**src/rtl/tra_pkg.sv**
```systemverilog
// ----------------------------------------------------------------------------
// tra_pkg
// Shared types and fixed-point constants for the rational tanh pipeline.
// ----------------------------------------------------------------------------
package tra_pkg;

    // fixed work format: unsigned, 20 fractional bits
    localparam int WORK_FRAC_BITS = 20;

    // port field widths
    localparam int IN_W  = 16;
    localparam int OUT_W = 16;

    // internal widths, bounded by |x| <= 5 on the formula path (s <= 25.0)
    localparam int SQ_W  = 32;              // a * a
    localparam int S_W   = 25;              // s = x^2 in work format
    localparam int XW_W  = 23;              // |x| in work format
    localparam int T1_W  = 31;              // 21 s + 1260
    localparam int T2_W  = 28;              // s + 210
    localparam int M1_W  = T1_W + S_W;      // (21 s + 1260) s
    localparam int M2_W  = T2_W + S_W;      // (s + 210) s
    localparam int P_W   = 36;              // numerator polynomial
    localparam int QA_W  = 34;              // inner denominator term
    localparam int M3_W  = QA_W + S_W;      // inner term times s
    localparam int Q_W   = 39;              // denominator polynomial
    localparam int NUM_W = XW_W + P_W;      // |x| times numerator

    // number of pipeline stages in the polynomial front end
    localparam int POLY_STAGES = 7;

    // coefficients placed in the work format
    localparam logic [T1_W-1:0] K21      = T1_W'(21);
    localparam logic [T1_W-1:0] T1_OFS   = T1_W'(64'd1260 << WORK_FRAC_BITS);
    localparam logic [T2_W-1:0] T2_OFS   = T2_W'(64'd210 << WORK_FRAC_BITS);
    localparam logic [QA_W-1:0] QA_OFS   = QA_W'(64'd4725 << WORK_FRAC_BITS);
    localparam logic [P_W-1:0]  P_OFS    = P_W'(64'd10395 << WORK_FRAC_BITS);
    localparam logic [Q_W-1:0]  Q_OFS    = Q_W'(64'd10395 << WORK_FRAC_BITS);

    // rounding offset for a product brought back to the work format
    localparam logic [63:0] HALF_LSB = 64'd1 << (WORK_FRAC_BITS - 1);

    // input transaction
    typedef struct packed {
        logic signed [IN_W-1:0] x_value;
        logic                   is_last;
    } tra_in_t;

    // result transaction
    typedef struct packed {
        logic signed [OUT_W-1:0] tanh_value;
        logic                    is_last_out;
    } tra_out_t;

    // per-item side information carried along the pipeline
    typedef struct packed {
        logic neg;
        logic sat;
        logic last;
    } tra_meta_t;

endpackage

```
**src/rtl/tra_div_step.sv**
```systemverilog
// ----------------------------------------------------------------------------
// tra_div_step
// One restoring division stage: decides quotient bit K with a single
// compare and subtract against the shifted divisor.
// ----------------------------------------------------------------------------
module tra_div_step #(
    parameter int R_W   = 61,
    parameter int DEN_W = 46,
    parameter int QB    = 15,
    parameter int K     = 0
) (
    input  logic               clk,
    input  logic               rst_n,
    input  logic               valid,
    input  tra_pkg::tra_meta_t meta,
    input  logic [R_W-1:0]     rem,
    input  logic [DEN_W-1:0]   den,
    input  logic [QB-1:0]      quo,
    output logic               step_valid,
    output tra_pkg::tra_meta_t step_meta,
    output logic [R_W-1:0]     step_rem,
    output logic [DEN_W-1:0]   step_den,
    output logic [QB-1:0]      step_quo
);
    import tra_pkg::*;

    logic [R_W-1:0]   dsh;
    logic             ge;
    logic             vld_reg, vld_next;
    tra_meta_t        meta_reg, meta_next;
    logic [R_W-1:0]   rem_reg, rem_next;
    logic [DEN_W-1:0] den_reg, den_next;
    logic [QB-1:0]    quo_reg, quo_next;

    // compare against divisor times 2^K and subtract when it fits
    always_comb
    begin
        dsh       = R_W'(den) << K;
        ge        = rem >= dsh;
        vld_next  = valid;
        meta_next = meta;
        rem_next  = ge ? (rem - dsh) : rem;
        den_next  = den;
        quo_next  = quo;
        quo_next[K] = ge;
    end

    // control register
    always_ff @(posedge clk or negedge rst_n)
    begin
        if (!rst_n)
        begin
            vld_reg <= 1'b0;
        end
        else
        begin
            vld_reg <= vld_next;
        end
    end

    // payload registers
    always_ff @(posedge clk)
    begin
        meta_reg <= meta_next;
        rem_reg  <= rem_next;
        den_reg  <= den_next;
        quo_reg  <= quo_next;
    end

    assign step_valid = vld_reg;
    assign step_meta  = meta_reg;
    assign step_rem   = rem_reg;
    assign step_den   = den_reg;
    assign step_quo   = quo_reg;

endmodule

```
**config.mk**
```make
export PLATFORM = sky130hd
export DESIGN_NAME = tra_div_step
export DESIGN_NICKNAME = d
export VERILOG_FILES = /design/src/rtl/tra_pkg.sv /design/src/rtl/tra_div_step.sv
export SDC_FILE = /design/constraint.sdc
export NUM_CORES = 1
export LEC_CHECK = 0
export ABC_CLOCK_PERIOD_IN_PS = 800
export CAP_MARGIN = 25
export CORE_UTILIZATION = 35
export DETAILED_ROUTE_END_ITERATION = 10
export DONT_BUFFER_PORTS = 1
export GPL_ROUTABILITY_DRIVEN = 0
export GPL_TIMING_DRIVEN = 0
export PLACE_DENSITY = 0.51
export SLEW_MARGIN = 20
export SYNTH_ARGS = -nofsm -noshare
export SYNTH_HDL_FRONTEND = slang
export SYNTH_SLANG_ARGS = --single-unit
```
**constraint.sdc**
```tcl
create_clock -name clk -period 0.8 [get_ports clk]
set_input_delay 0.2 -clock clk [delete_from_list [all_inputs] [get_ports clk]]
set_output_delay 0.2 -clock clk [all_outputs]
set_load 0.1 [all_outputs]
```
[After elaboration in Yosys (flattened, before gate mapping)]
Cells that the tools add are included.
Storage, ports and cells
  output and inout port bits: 126
  bits in registers: 126
  word-level logic and storage cells: 10
  input bits: 128
Operators by class
  mux-type cells: 1
  order comparisons: 1
  add/subtract/negate cells: 1
Operator list (count)
  61-bit by 46-bit >= comparator with 1-bit output: 1
  61-bit 2-to-1 mux: 1
  61-bit by 46-bit subtractor with 61-bit output: 1

[Depth between registers and ports, before layout]
Gate-level depths: netlist of run 1.
  depth in word-level cells: 2
  depth in mapped cells: 14
  gate-level depth less buffers: 12

[Worst setup path before layout of run 1]
OpenSTA, ideal clock, no wires.
  path kind: input to register
  start: in den[14]
  end: reg rem_reg[60] (netlist: step_rem[60])
  path slack: -1.957 ns
  buffers on the path: 1
  data arrival time: 2.638 ns
  stages on the path: 12
  cell sequence: inv_1 -> ha_1 -> buf_4 -> nand2_1 -> or4_4 -> nor4_1 -> nand4_1 -> o21ai_2 -> or2b_4 -> nor2_4 -> or4_4 -> xnor2_2
On the way
  cells in the longest elaborated chain, start to end: 2
Ends and longest elaborated chain
  start: declaration: line tra_div_step.sv:17  | input logic [DEN_W-1:0] den,
  61-bit by 46-bit subtractor with 61-bit output or 61-bit by 46-bit >= comparator with 1-bit output (tied branches): line tra_div_step.sv:42, tra_div_step.sv:39
  61-bit 2-to-1 mux (*): line tra_div_step.sv:42  | rem_next = ge ? (rem - dsh) : rem;
  net rem_next[60]: line tra_div_step.sv:31  | logic [R_W-1:0] rem_reg, rem_next;
  end signal: assignment: line tra_div_step.sv:65  | rem_reg <= rem_next;
  end: declaration: line tra_div_step.sv:31
The timed path passes the listed nets; every way through them passes the cells marked *.

[Worst setup path in the final report of run 1]
  start: in den[4]
  end: reg rem_reg[60] (netlist: step_rem[60])
Same word-level chain as after synthesis.

==> impl_metrics.json, run 1 <==
{
  "syn_to_final_growth_pct": 69.79,
  "p_per_area_nw_per_um2": 2310,
  "cts_num_sinks": 126,
  "synth-xor-area-share_pct": 7.662,
  "critical_path_required_ns": 1.11,
  "drc": 0,
  "htreeDepth": 4,
  "clk_path_buf_depth": 2,
  "startpoint": "den[4]",
  "synth_cells": 784,
  "cp-end-kind": "flop",
  "crit_path_top_delay_cell": "or4_4",
  "routedWlPerCell_um": 19.48,
  "ys_ff_latch": 126,
  "grt_pass1_vias": 7033,
  "worstPathArrival_ns": 2.62,
  "crit_path_end": "step_rem[60]$_DFF_P_",
  "syn_area_per_cell_um2": 8.436,
  "power.leakage_nw": 4.412,
  "fin_crit_ns": 2.306,
  "dp.cells": 1013,
  "violations": "negative hold slack, negative setup slack",
  "die_h_um": 139.5,
  "synth.area.top_cells": "dfxtp_1, ha_1, a21oi_1",
  "drt_iter0_markers": 350,
  "ant_nets": 0,
  "yosysMostFrequentCell": "dfxtp_1",
  "final_util_pct": 61.46,
  "final-setup-viol-count": 188,
  "grt_pass1_wl_mm": 36.45,
  "hold_class": "primary input to flop",
  "die_area_um2": 19450,
  "fin_crit_sh_pct": 288.3,
  "yosys.area_share.simple_pct": 17.46,
  "vias_per_cell": 5.418,
  "power.total_mw": 25.94,
  "ctsHoldBuffers": 121,
  "vias": 6626,
  "synth_area_leader_cell": "dfxtp_1",
  "pin_count": 254,
  "overflow": 0,
  "rsz0062_at_grt": "true",
  "ys_types": 68,
  "drive_gt1_share_pct": 45.98,
  "drv_cap": 0,
  "maxClockFrequency_mhz": 433.6,
  "synthMuxAreaShare_pct": 0,
  "crit_path_start_kind": "primary input",
  "async_reset_ff_share_pct": 0.7937,
  "netlist_area_um2": 6614,
  "cts-root-buf": "clkbuf_16",
  "grt.total_usage_pct": 24.10,
  "pre_cts_ws_ns": -2.580,
  "syn-num-nets": 959,
  "cts_buffers": 17,
  "synth_edf_count": 0,
  "nNetsFinal": 1156,
  "antenna_found_initial": 0,
  "die_x_um": 139.5,
  "fin_cells": 1223,
  "core-area_um2": 18270,
  "synth_compound_area_share_pct": 21.51,
  "setup_ws_ns": -1.506,
  "synth_top_area_share_pct": 37.84,
  "path_cells": "inv_1 -> ha_1 -> nand3_1 -> o21ai_4 -> a311oi_4 -> nor4_4 -> o2111a_2 -> nor2_4 -> or4_4 -> xnor2_2",
  "num_antenna_cells": 0,
  "hold_violations": 3,
  "relSlewSlack_pct": 36.93,
  "wl_mm": 23.82,
  "dp_hpwl_mm": 15.70,
  "portBuffers": 0,
  "ys_warn_count": 0,
  "outcome": "complete, but fails checks",
  "start_util_pct": 36.20,
  "critPathKind": "primary input to flop",
  "peakVddDrop_v": 0.001349,
  "synthAdderAreaFrac_pct": 9.005,
  "clkTransAtPathRegs_ns": 0.06,
  "synthFlopType": "dfxtp_1",
  "grt_max_degree": 17,
  "finalMaxSlewViolations": 0,
  "worst_slew_pin_slew_ns": 0.9448,
  "row_count": 49,
  "hold_ws_ns": -0.2018,
  "crit_path_max_incr_delay_ns": 0.56,
  "ys_seq_area_share_pct": 38.21,
  "cts_tree": "done",
  "synth.top_cells.by_count": "dfxtp_1, a21oi_1, nor2_1, inv_1, nand2_1",
  "drtPass1Iterations": 4,
  "crit_fanout": 4,
  "synth_top_family_by_area": "compound AO/OA/AOI/OAI gates"
}
==> flip-flops by register name, indices dropped and copies added (netlist names) <==
| name | flops |
|---|---|
| step_den | 46 |
| step_meta | 3 |
| step_quo | 15 |
| step_rem | 61 |
| step_valid | 1 |
==> final cells by class <==
type,instances,area (um2)
multi-input cells,559,4835
well taps,229,286.5
inverters,60,290.3
flip-flops and latches,126,2997
plain buffers,28,277.8
fillers,1506,7041
clock inverters,15,176.4
clock buffers,17,425.4
repair buffers,189,1942
==> through the flow <==
step / area (um2) / setup TNS, ns
5_1_grt: 11230 / -137.61
4_1_cts: 10680 / -133.49
3_5_place_dp: 7766 / -135.67
2_1_floorplan: 7480 / -100.14
3_3_place_gp: 7766 / -136.16
6_report: 11230 / -130.96
==> kinds of logic (layout without fill, tap and decap cells) <==
group	count (synthesis)	after routing
and+or+nand+nor	229	229
xor gates and xnor gates	57	57
buffers and inverters	99	309
DFF	126	126
AOI/OAI and AO/OA	226	226
adders and majority gates	47	47
==> metal layers <==
layer	up-vias	track usage, %	part of all wire (%)
met5	-	0	0
met1	3113	28.23	41
li1	3150	-	-
met2	318	41.81	50
met3	45	6.125	7.2
met4	0	9.766	2.4
==> where the power goes <==
part           internal (mW)  leakage, nW  switching (mW)
Clock                   4.69        0.289            3.20
Combinational           2.45         3.02            2.46
Sequential              7.26         1.11            5.88
Total                   14.4         4.41            11.5
==> worst min-delay path by stage <==
stage                      endpoint  slack (ns)  cells past startpoint    from
3_5_place_dp   step_valid$_DFF_PN0_        -0.1                      0   rst_n
4_1_cts         step_den[0]$_DFF_P_       -0.21                      0  den[0]
2_1_floorplan  step_valid$_DFF_PN0_        -0.1                      0   rst_n
3_3_place_gp   step_valid$_DFF_PN0_        -0.1                      0   rst_n
5_1_grt         step_den[0]$_DFF_P_       -0.22                      0  den[0]
6_report        step_den[0]$_DFF_P_       -0.20                      0  den[0]
==> layout by cell type, fill, tap and decap left out, drive strengths merged, types with 29 or more instances in the layout <==
| cell type | count |
|---|---|
| dfxtp | 125 |
| dlygate4sd3 | 121 |
| a21oi | 90 |
| buf | 84 |
| nor2 | 75 |
| inv | 66 |
| nand2 | 54 |
| o21ai | 51 |
| ha | 46 |
| xor2 | 36 |
| clkbuf | 29 |
==> what timing repair did <==
action                                 in CTS  in global routing
cloned                                      3                  2
setup endpoints to repair                 188                188
buffers inserted                           44                 20
pin swaps                                  62                 51
endpoints found under the hold margin     123                  3
resized for setup                         155                115
==> critical path, delay by kind of cell <==
kind / cells / cell delay [ns]
XOR/XNOR: 1 / 0.14
AO/OA/AOI/OAI: 3 / 0.78
adder cells (fa/ha/maj): 1 / 0.34
AND/OR/NAND/NOR: 4 / 1.13
buffers and inverters: 1 / 0.02
No activity file was read; power rests on OpenSTA's default activity.
==> inputs of run 2 (changes only) <==
CORE_MARGIN = 3   (was unset)
CTS_CLUSTER_SIZE = 20   (was unset)
==> run 2 against run 1 <==
  * The run still ends with negative hold slack, negative setup slack left
  * Die area increased by 5.8%
  * Via count increased by 1.5%
  * Critical path depth increased by 5
==> impl_metrics.json, run 2 (same netlist as run 1, synthesis figures left out) <==
{
  "hold_class": "primary input to flop",
  "antenna_found_initial": 0,
  "dpl_cell_area_um2": 7766,
  "grt_pass1_wl_mm": 36.83,
  "core-area_um2": 18270,
  "critPathKind": "primary input to flop",
  "fin_crit_ns": 2.332,
  "pre_cts_ws_ns": -2.663,
  "power.leakage_nw": 4.413,
  "final_area_um2": 11390,
  "drt_iter0_markers": 355,
  "maxClockFrequency_mhz": 428.8,
  "drc": 0,
  "seqPwrFrac_pct": 51.0,
  "relSlewSlack_pct": 43.15,
  "hold_violations": 2,
  "worstHoldStart": "den[0]",
  "grt_max_degree": 17,
  "p_switching_mw": 11.57,
  "startpoint": "den[3]",
  "final-setup-viol-count": 188,
  "clk_path_buf_depth": 2,
  "outcome": "complete, but fails checks",
  "violations": "negative hold slack, negative setup slack",
  "dr_wl_met2_mm": 11.91,
  "setup_ws_ns": -1.532,
  "switching_share_pct": 44.93,
  "drive_gt1_share_pct": 47.27,
  "clkTransAtPathRegs_ns": 0.06,
  "dp_hpwl_mm": 16.28,
  "final_cell_mix": "dfxtp_4, dlygate4sd3_1, buf_4",
  "critical_path_required_ns": 1.15,
  "p_per_area_nw_per_um2": 2260,
  "htreeDepth": 4,
  "finalMaxSlewViolations": 0,
  "die_x_um": 143.5,
  "die_area_um2": 20580,
  "final_util_pct": 62.34,
  "overflow": 0,
  "syn_to_final_growth_pct": 72.21,
  "combPwrFrac_pct": 20.0,
  "crit_path_start_kind": "primary input",
  "routed.top_layer": "met4",
  "vias_per_cell": 5.441,
  "grt.total_usage_pct": 22.78,
  "crit_fanout": 7,
  "worst_slew_pin_slew_ns": 0.8511,
  "worstPathArrival_ns": 2.68,
  "fin_crit_sh_pct": 291.5,
  "vias": 6725,
  "cts_buffers": 17,
  "cts_tree": "done",
  "start_util_pct": 36.20,
  "cp-end-kind": "flop",
  "num_antenna_cells": 0,
  "cts_num_sinks": 126,
  "largest_reg_flops": 61,
  "peakVddDrop_v": 0.001364,
  "clkPwrFrac_pct": 28.9,
  "final_common_cell": "dfxtp_4",
  "wl_met3_mm": 1.472,
  "ant_nets": 0,
  "rsz0062_at_grt": "true",
  "nNetsFinal": 1169,
  "row_count": 49,
  "pin_count": 254,
  "drtPass1Iterations": 5,
  "hold_ws_ns": -0.1996,
  "routedWlPerCell_um": 19.70,
  "cts-root-buf": "clkbuf_16",
  "wl_met1_mm": 10.37,
  "drv_cap": 0,
  "wl_mm": 24.34,
  "intPower_mw": 14.18,
  "die_h_um": 143.5,
  "portBuffers": 0,
  "grt_pass1_vias": 7106
}
run 2: changes by cell type in the layout (fill, tap and decap cells not counted), sizes merged:
cell         change
clkinv           +1
clkinvlp         +1
inv              -1
buf             +12
bufinv           -1
dlygate4sd3      +1
run 2: path summary, 6_finish.rpt:
kind,endpoint,slack (ns),cells after the start
worst max-delay path,step_rem[25]$_DFF_P_,-1.53,15
worst min-delay path,step_den[0]$_DFF_P_,-0.20,0
max in group asynchronous,step_valid$_DFF_PN0_,0.17,2
min in group asynchronous,step_valid$_DFF_PN0_,0.52,2
run 2: metal layers:
layer  vias to the layer above  GRT usage, %
met3                        41         5.158
met4                         0         8.821
met1                      3210         28.15
met5                         -             0
met2                       300         38.64
li1                       3174             -
run 2: layout make-up:
class | instances | area (um2)
flip-flops and latches | 126 | 3000
multi-input cells | 559 | 4942
clock buffers | 17 | 425.4
clock inverters | 15 | 136.4
plain buffers | 30 | 315.3
well taps | 229 | 286.5
inverters | 60 | 285.3
fillers | 1428 | 6880
repair buffers | 200 | 1998
run 2: timing repair:
| action | CTS | global route |
|---|---|---|
| cloned | 4 | 1 |
| gates resized for setup | 185 | 90 |
| hold buffers | 121 | 1 |
| buffers inserted | 57 | 18 |
| hold endpoints to repair | 123 | 3 |
| endpoints found under the setup margin | 188 | 188 |
| pin swaps | 57 | 51 |
run 2: stage by stage:
step	power [mW]	setup TNS, ns	hold WS [ns]	cells
after floorplan	15.80	-100.14	-0.09557	784
after global placement	16.57	-135.29	-0.09553	1013
after detailed placement	16.57	-136.89	-0.09552	1013
after CTS	25.35	-131.29	-0.2175	1219
after global routing	26.72	-138.28	-0.2200	1236
final	25.74	-130.18	-0.1996	1236
run 2: power groups by stage:
stage / clock [mW] / combinational [mW] / sequential [mW]
6_report: 7.44 / 5.16 / 13.1
3_3_place_gp: 0 / 3.27 / 13.3
2_1_floorplan: 0 / 2.64 / 13.2
3_5_place_dp: 0 / 3.28 / 13.3
4_1_cts: 7.58 / 4.60 / 13.2
5_1_grt: 7.91 / 5.58 / 13.2
run 2: worst max-delay path, cell delays in order:
cell	delay, ns
inv_4	0.02
ha_4	0.21
a21o_1	0.16
a21oi_2	0.17
o21ai_4	0.11
a311oi_4	0.41
nor4_4	0.12
o2111a_2	0.33
nor2_4	0.23
buf_6	0.15
inv_8	0.05
buf_12	0.15
buf_12	0.13
buf_16	0.12
a21oi_2	0.11
==> inputs of run 3 (changes only) <==
CELL_PAD_IN_SITES_DETAIL_PLACEMENT = 0   (was unset)
CELL_PAD_IN_SITES_GLOBAL_PLACEMENT = 1   (was unset)
PLACE_DENSITY = 0.66   (was 0.51)
==> run 3 against run 2 <==
  * Power fell by 0.71%
  * Worst setup slack got worse by 0.048 ns
  * The flow still finishes with violations (negative hold slack, negative setup slack)
  * Global-route usage decreased by 1.2 points
  * Critical path depth down 5
  * Highest routed layer unchanged
  * First-iteration DRC count decreased by 15%
  * Via count fell by 3.2%
==> impl_metrics.json, run 3 (same netlist as run 1, synthesis figures left out) <==
{
  "outcome": "complete, but fails checks",
  "violations": "negative hold slack, negative setup slack",
  "crit_path_start_kind": "primary input",
  "core-area_um2": 18270,
  "grt.total_usage_pct": 21.59,
  "num_antenna_cells": 0,
  "hold_class": "primary input to flop",
  "final-setup-viol-count": 188,
  "hold_end": "step_rem[60]$_DFF_P_",
  "vias": 6510,
  "htreeDepth": 4,
  "clkTransAtPathRegs_ns": 0.06,
  "hold_ws_ns": -0.1474,
  "dp_hpwl_mm": 16.09,
  "multiInputGateArea_um2": 4702,
  "worst_slew_pin_slew_ns": 0.9691,
  "pre_cts_ws_ns": -2.717,
  "critical_path_required_ns": 1.12,
  "ctsHoldBuffers": 123,
  "crit_fanout": 8,
  "setup_ws_ns": -1.580,
  "die_h_um": 143.5,
  "relSlewSlack_pct": 35.30,
  "crit_path_top_delay_cell": "or4_4",
  "largest_reg_flops": 61,
  "final_cell_mix": "dfxtp_4, dlygate4sd3_1, buf_4",
  "ant_nets": 0,
  "rsz0062_at_grt": "true",
  "row_count": 49,
  "tns_ns": -135.38,
  "hold_violations": 1,
  "cts_num_sinks": 126,
  "worstHoldStart": "rem[60]",
  "grt_max_degree": 17,
  "fin_crit_sh_pct": 297.5,
  "worstPathArrival_ns": 2.70,
  "cts_buffers": 17,
  "switching_share_pct": 45.09,
  "fill_cells": 1485,
  "finalMaxSlewViolations": 0,
  "dp.cells": 1013,
  "critPathKind": "primary input to flop",
  "final_util_pct": 60.25,
  "die_x_um": 143.5,
  "clkPwrFrac_pct": 29.9,
  "path_cells": "inv_1 -> ha_1 -> buf_4 -> nand4_1 -> or2_4 -> nor4_4 -> o2111a_2 -> nor2_4 -> or4_4 -> xnor2_2",
  "clk_path_buf_depth": 2,
  "combPwrFrac_pct": 18.7,
  "cts-root-buf": "clkbuf_16",
  "nNetsFinal": 1158,
  "cts_tree": "done",
  "vias_per_cell": 5.314,
  "pin_count": 254,
  "drt_iter0_markers": 301,
  "start_util_pct": 36.20,
  "syn_to_final_growth_pct": 66.42,
  "cp-end-kind": "flop",
  "wl_mm": 23.92,
  "seqPwrFrac_pct": 51.4,
  "drive_gt1_share_pct": 43.37,
  "fin_cells": 1225,
  "grt_pass1_vias": 6699,
  "power.leakage_nw": 4.338,
  "drc": 0,
  "routedWlPerCell_um": 19.53,
  "dpl_cell_area_um2": 7766,
  "final_common_cell": "dfxtp_4",
  "final_area_um2": 11010,
  "peakVddDrop_v": 0.001542,
  "seqCellArea_um2": 2997,
  "antenna_found_initial": 0,
  "maxClockFrequency_mhz": 420.2,
  "crit_path_max_incr_delay_ns": 0.55,
  "drtPass1Iterations": 5,
  "drv_cap": 0,
  "grt_pass1_wl_mm": 35.00,
  "intPower_mw": 14.04,
  "p_per_area_nw_per_um2": 2322,
  "portBuffers": 0,
  "whs_path_depth": 1,
  "overflow": 0,
  "p_switching_mw": 11.52,
  "fin_crit_ns": 2.380,
  "die_area_um2": 20580
}
run 3: changes by cell type in the layout (fill, tap and decap cells not counted), moves of 4 or more:
cell     change
buf_16       -4
nand2_1      -6
inv_4        -4
nor2_1       +6
buf_4       -12
a21oi_1     +10
ha_1         +5
inv_1        +4
a21oi_2      -9
nor2_4       -7
run 3: power by group through the flow:
stage                     Combinational (mW)  Clock (mW)  Sequential (mW)
after global placement                  3.29           0             13.3
after CTS                               4.20        7.82             13.2
after detailed placement                3.29           0             13.3
after global routing                    5.21        8.10             13.2
final                                   4.78        7.64             13.1
after floorplan                         2.64           0             13.2
run 3: metal layers:
metal,wire length (um),track usage [%]
met1,10270,26.44
met3,1278,4.759
met5,0,0
met4,457,7.433
met2,11920,37.44
run 3: how the worst max path moves through the flow:
stage               slack, ns  cells past startpoint                   end  startpoint
global placement        -2.65                     12  step_rem[12]$_DFF_P_     den[14]
floorplan               -1.81                     12  step_rem[60]$_DFF_P_     den[18]
global route            -1.64                      8  step_rem[60]$_DFF_P_     den[45]
detailed placement      -2.72                     12  step_rem[42]$_DFF_P_     den[14]
finish                  -1.58                     10  step_rem[60]$_DFF_P_     den[24]
CTS                     -1.54                     11  step_rem[60]$_DFF_P_     den[18]
run 3: what timing repair did:
| action | in CTS | in global routing |
|---|---|---|
| buffers inserted | 27 | 33 |
| endpoints found under the hold margin | 123 | 1 |
| pin swaps | 33 | 61 |
| gates cloned | 0 | 5 |
| gates resized for setup | 67 | 150 |
| setup endpoints to repair | 188 | 188 |
run 3: metrics by stage:
stage	power (mW)	hold WS, ns
2_1_floorplan	15.80	-0.09557
3_3_place_gp	16.58	-0.09553
3_5_place_dp	16.57	-0.09553
4_1_cts	25.17	-0.1535
5_1_grt	26.52	-0.1606
6_report	25.56	-0.1474
run 3: worst max-delay path, delay by kind of cell:
family / cells / cell delay [ns]
fa+ha+maj: 1 / 0.26
xor+xnor: 1 / 0.15
buf+inv: 2 / 0.16
compound gates: 1 / 0.37
simple gates: 5 / 1.56
run 3: layout make-up:
class / instances / share of cell area, %
clock inverters: 15 / 1.375
repair buffers: 188 / 16.93
plain buffers: 31 / 2.944
clock buffers: 17 / 3.865
flip-flops and latches: 126 / 27.23
well taps: 229 / 2.603
multi-input cells: 559 / 42.72
inverters: 60 / 2.342
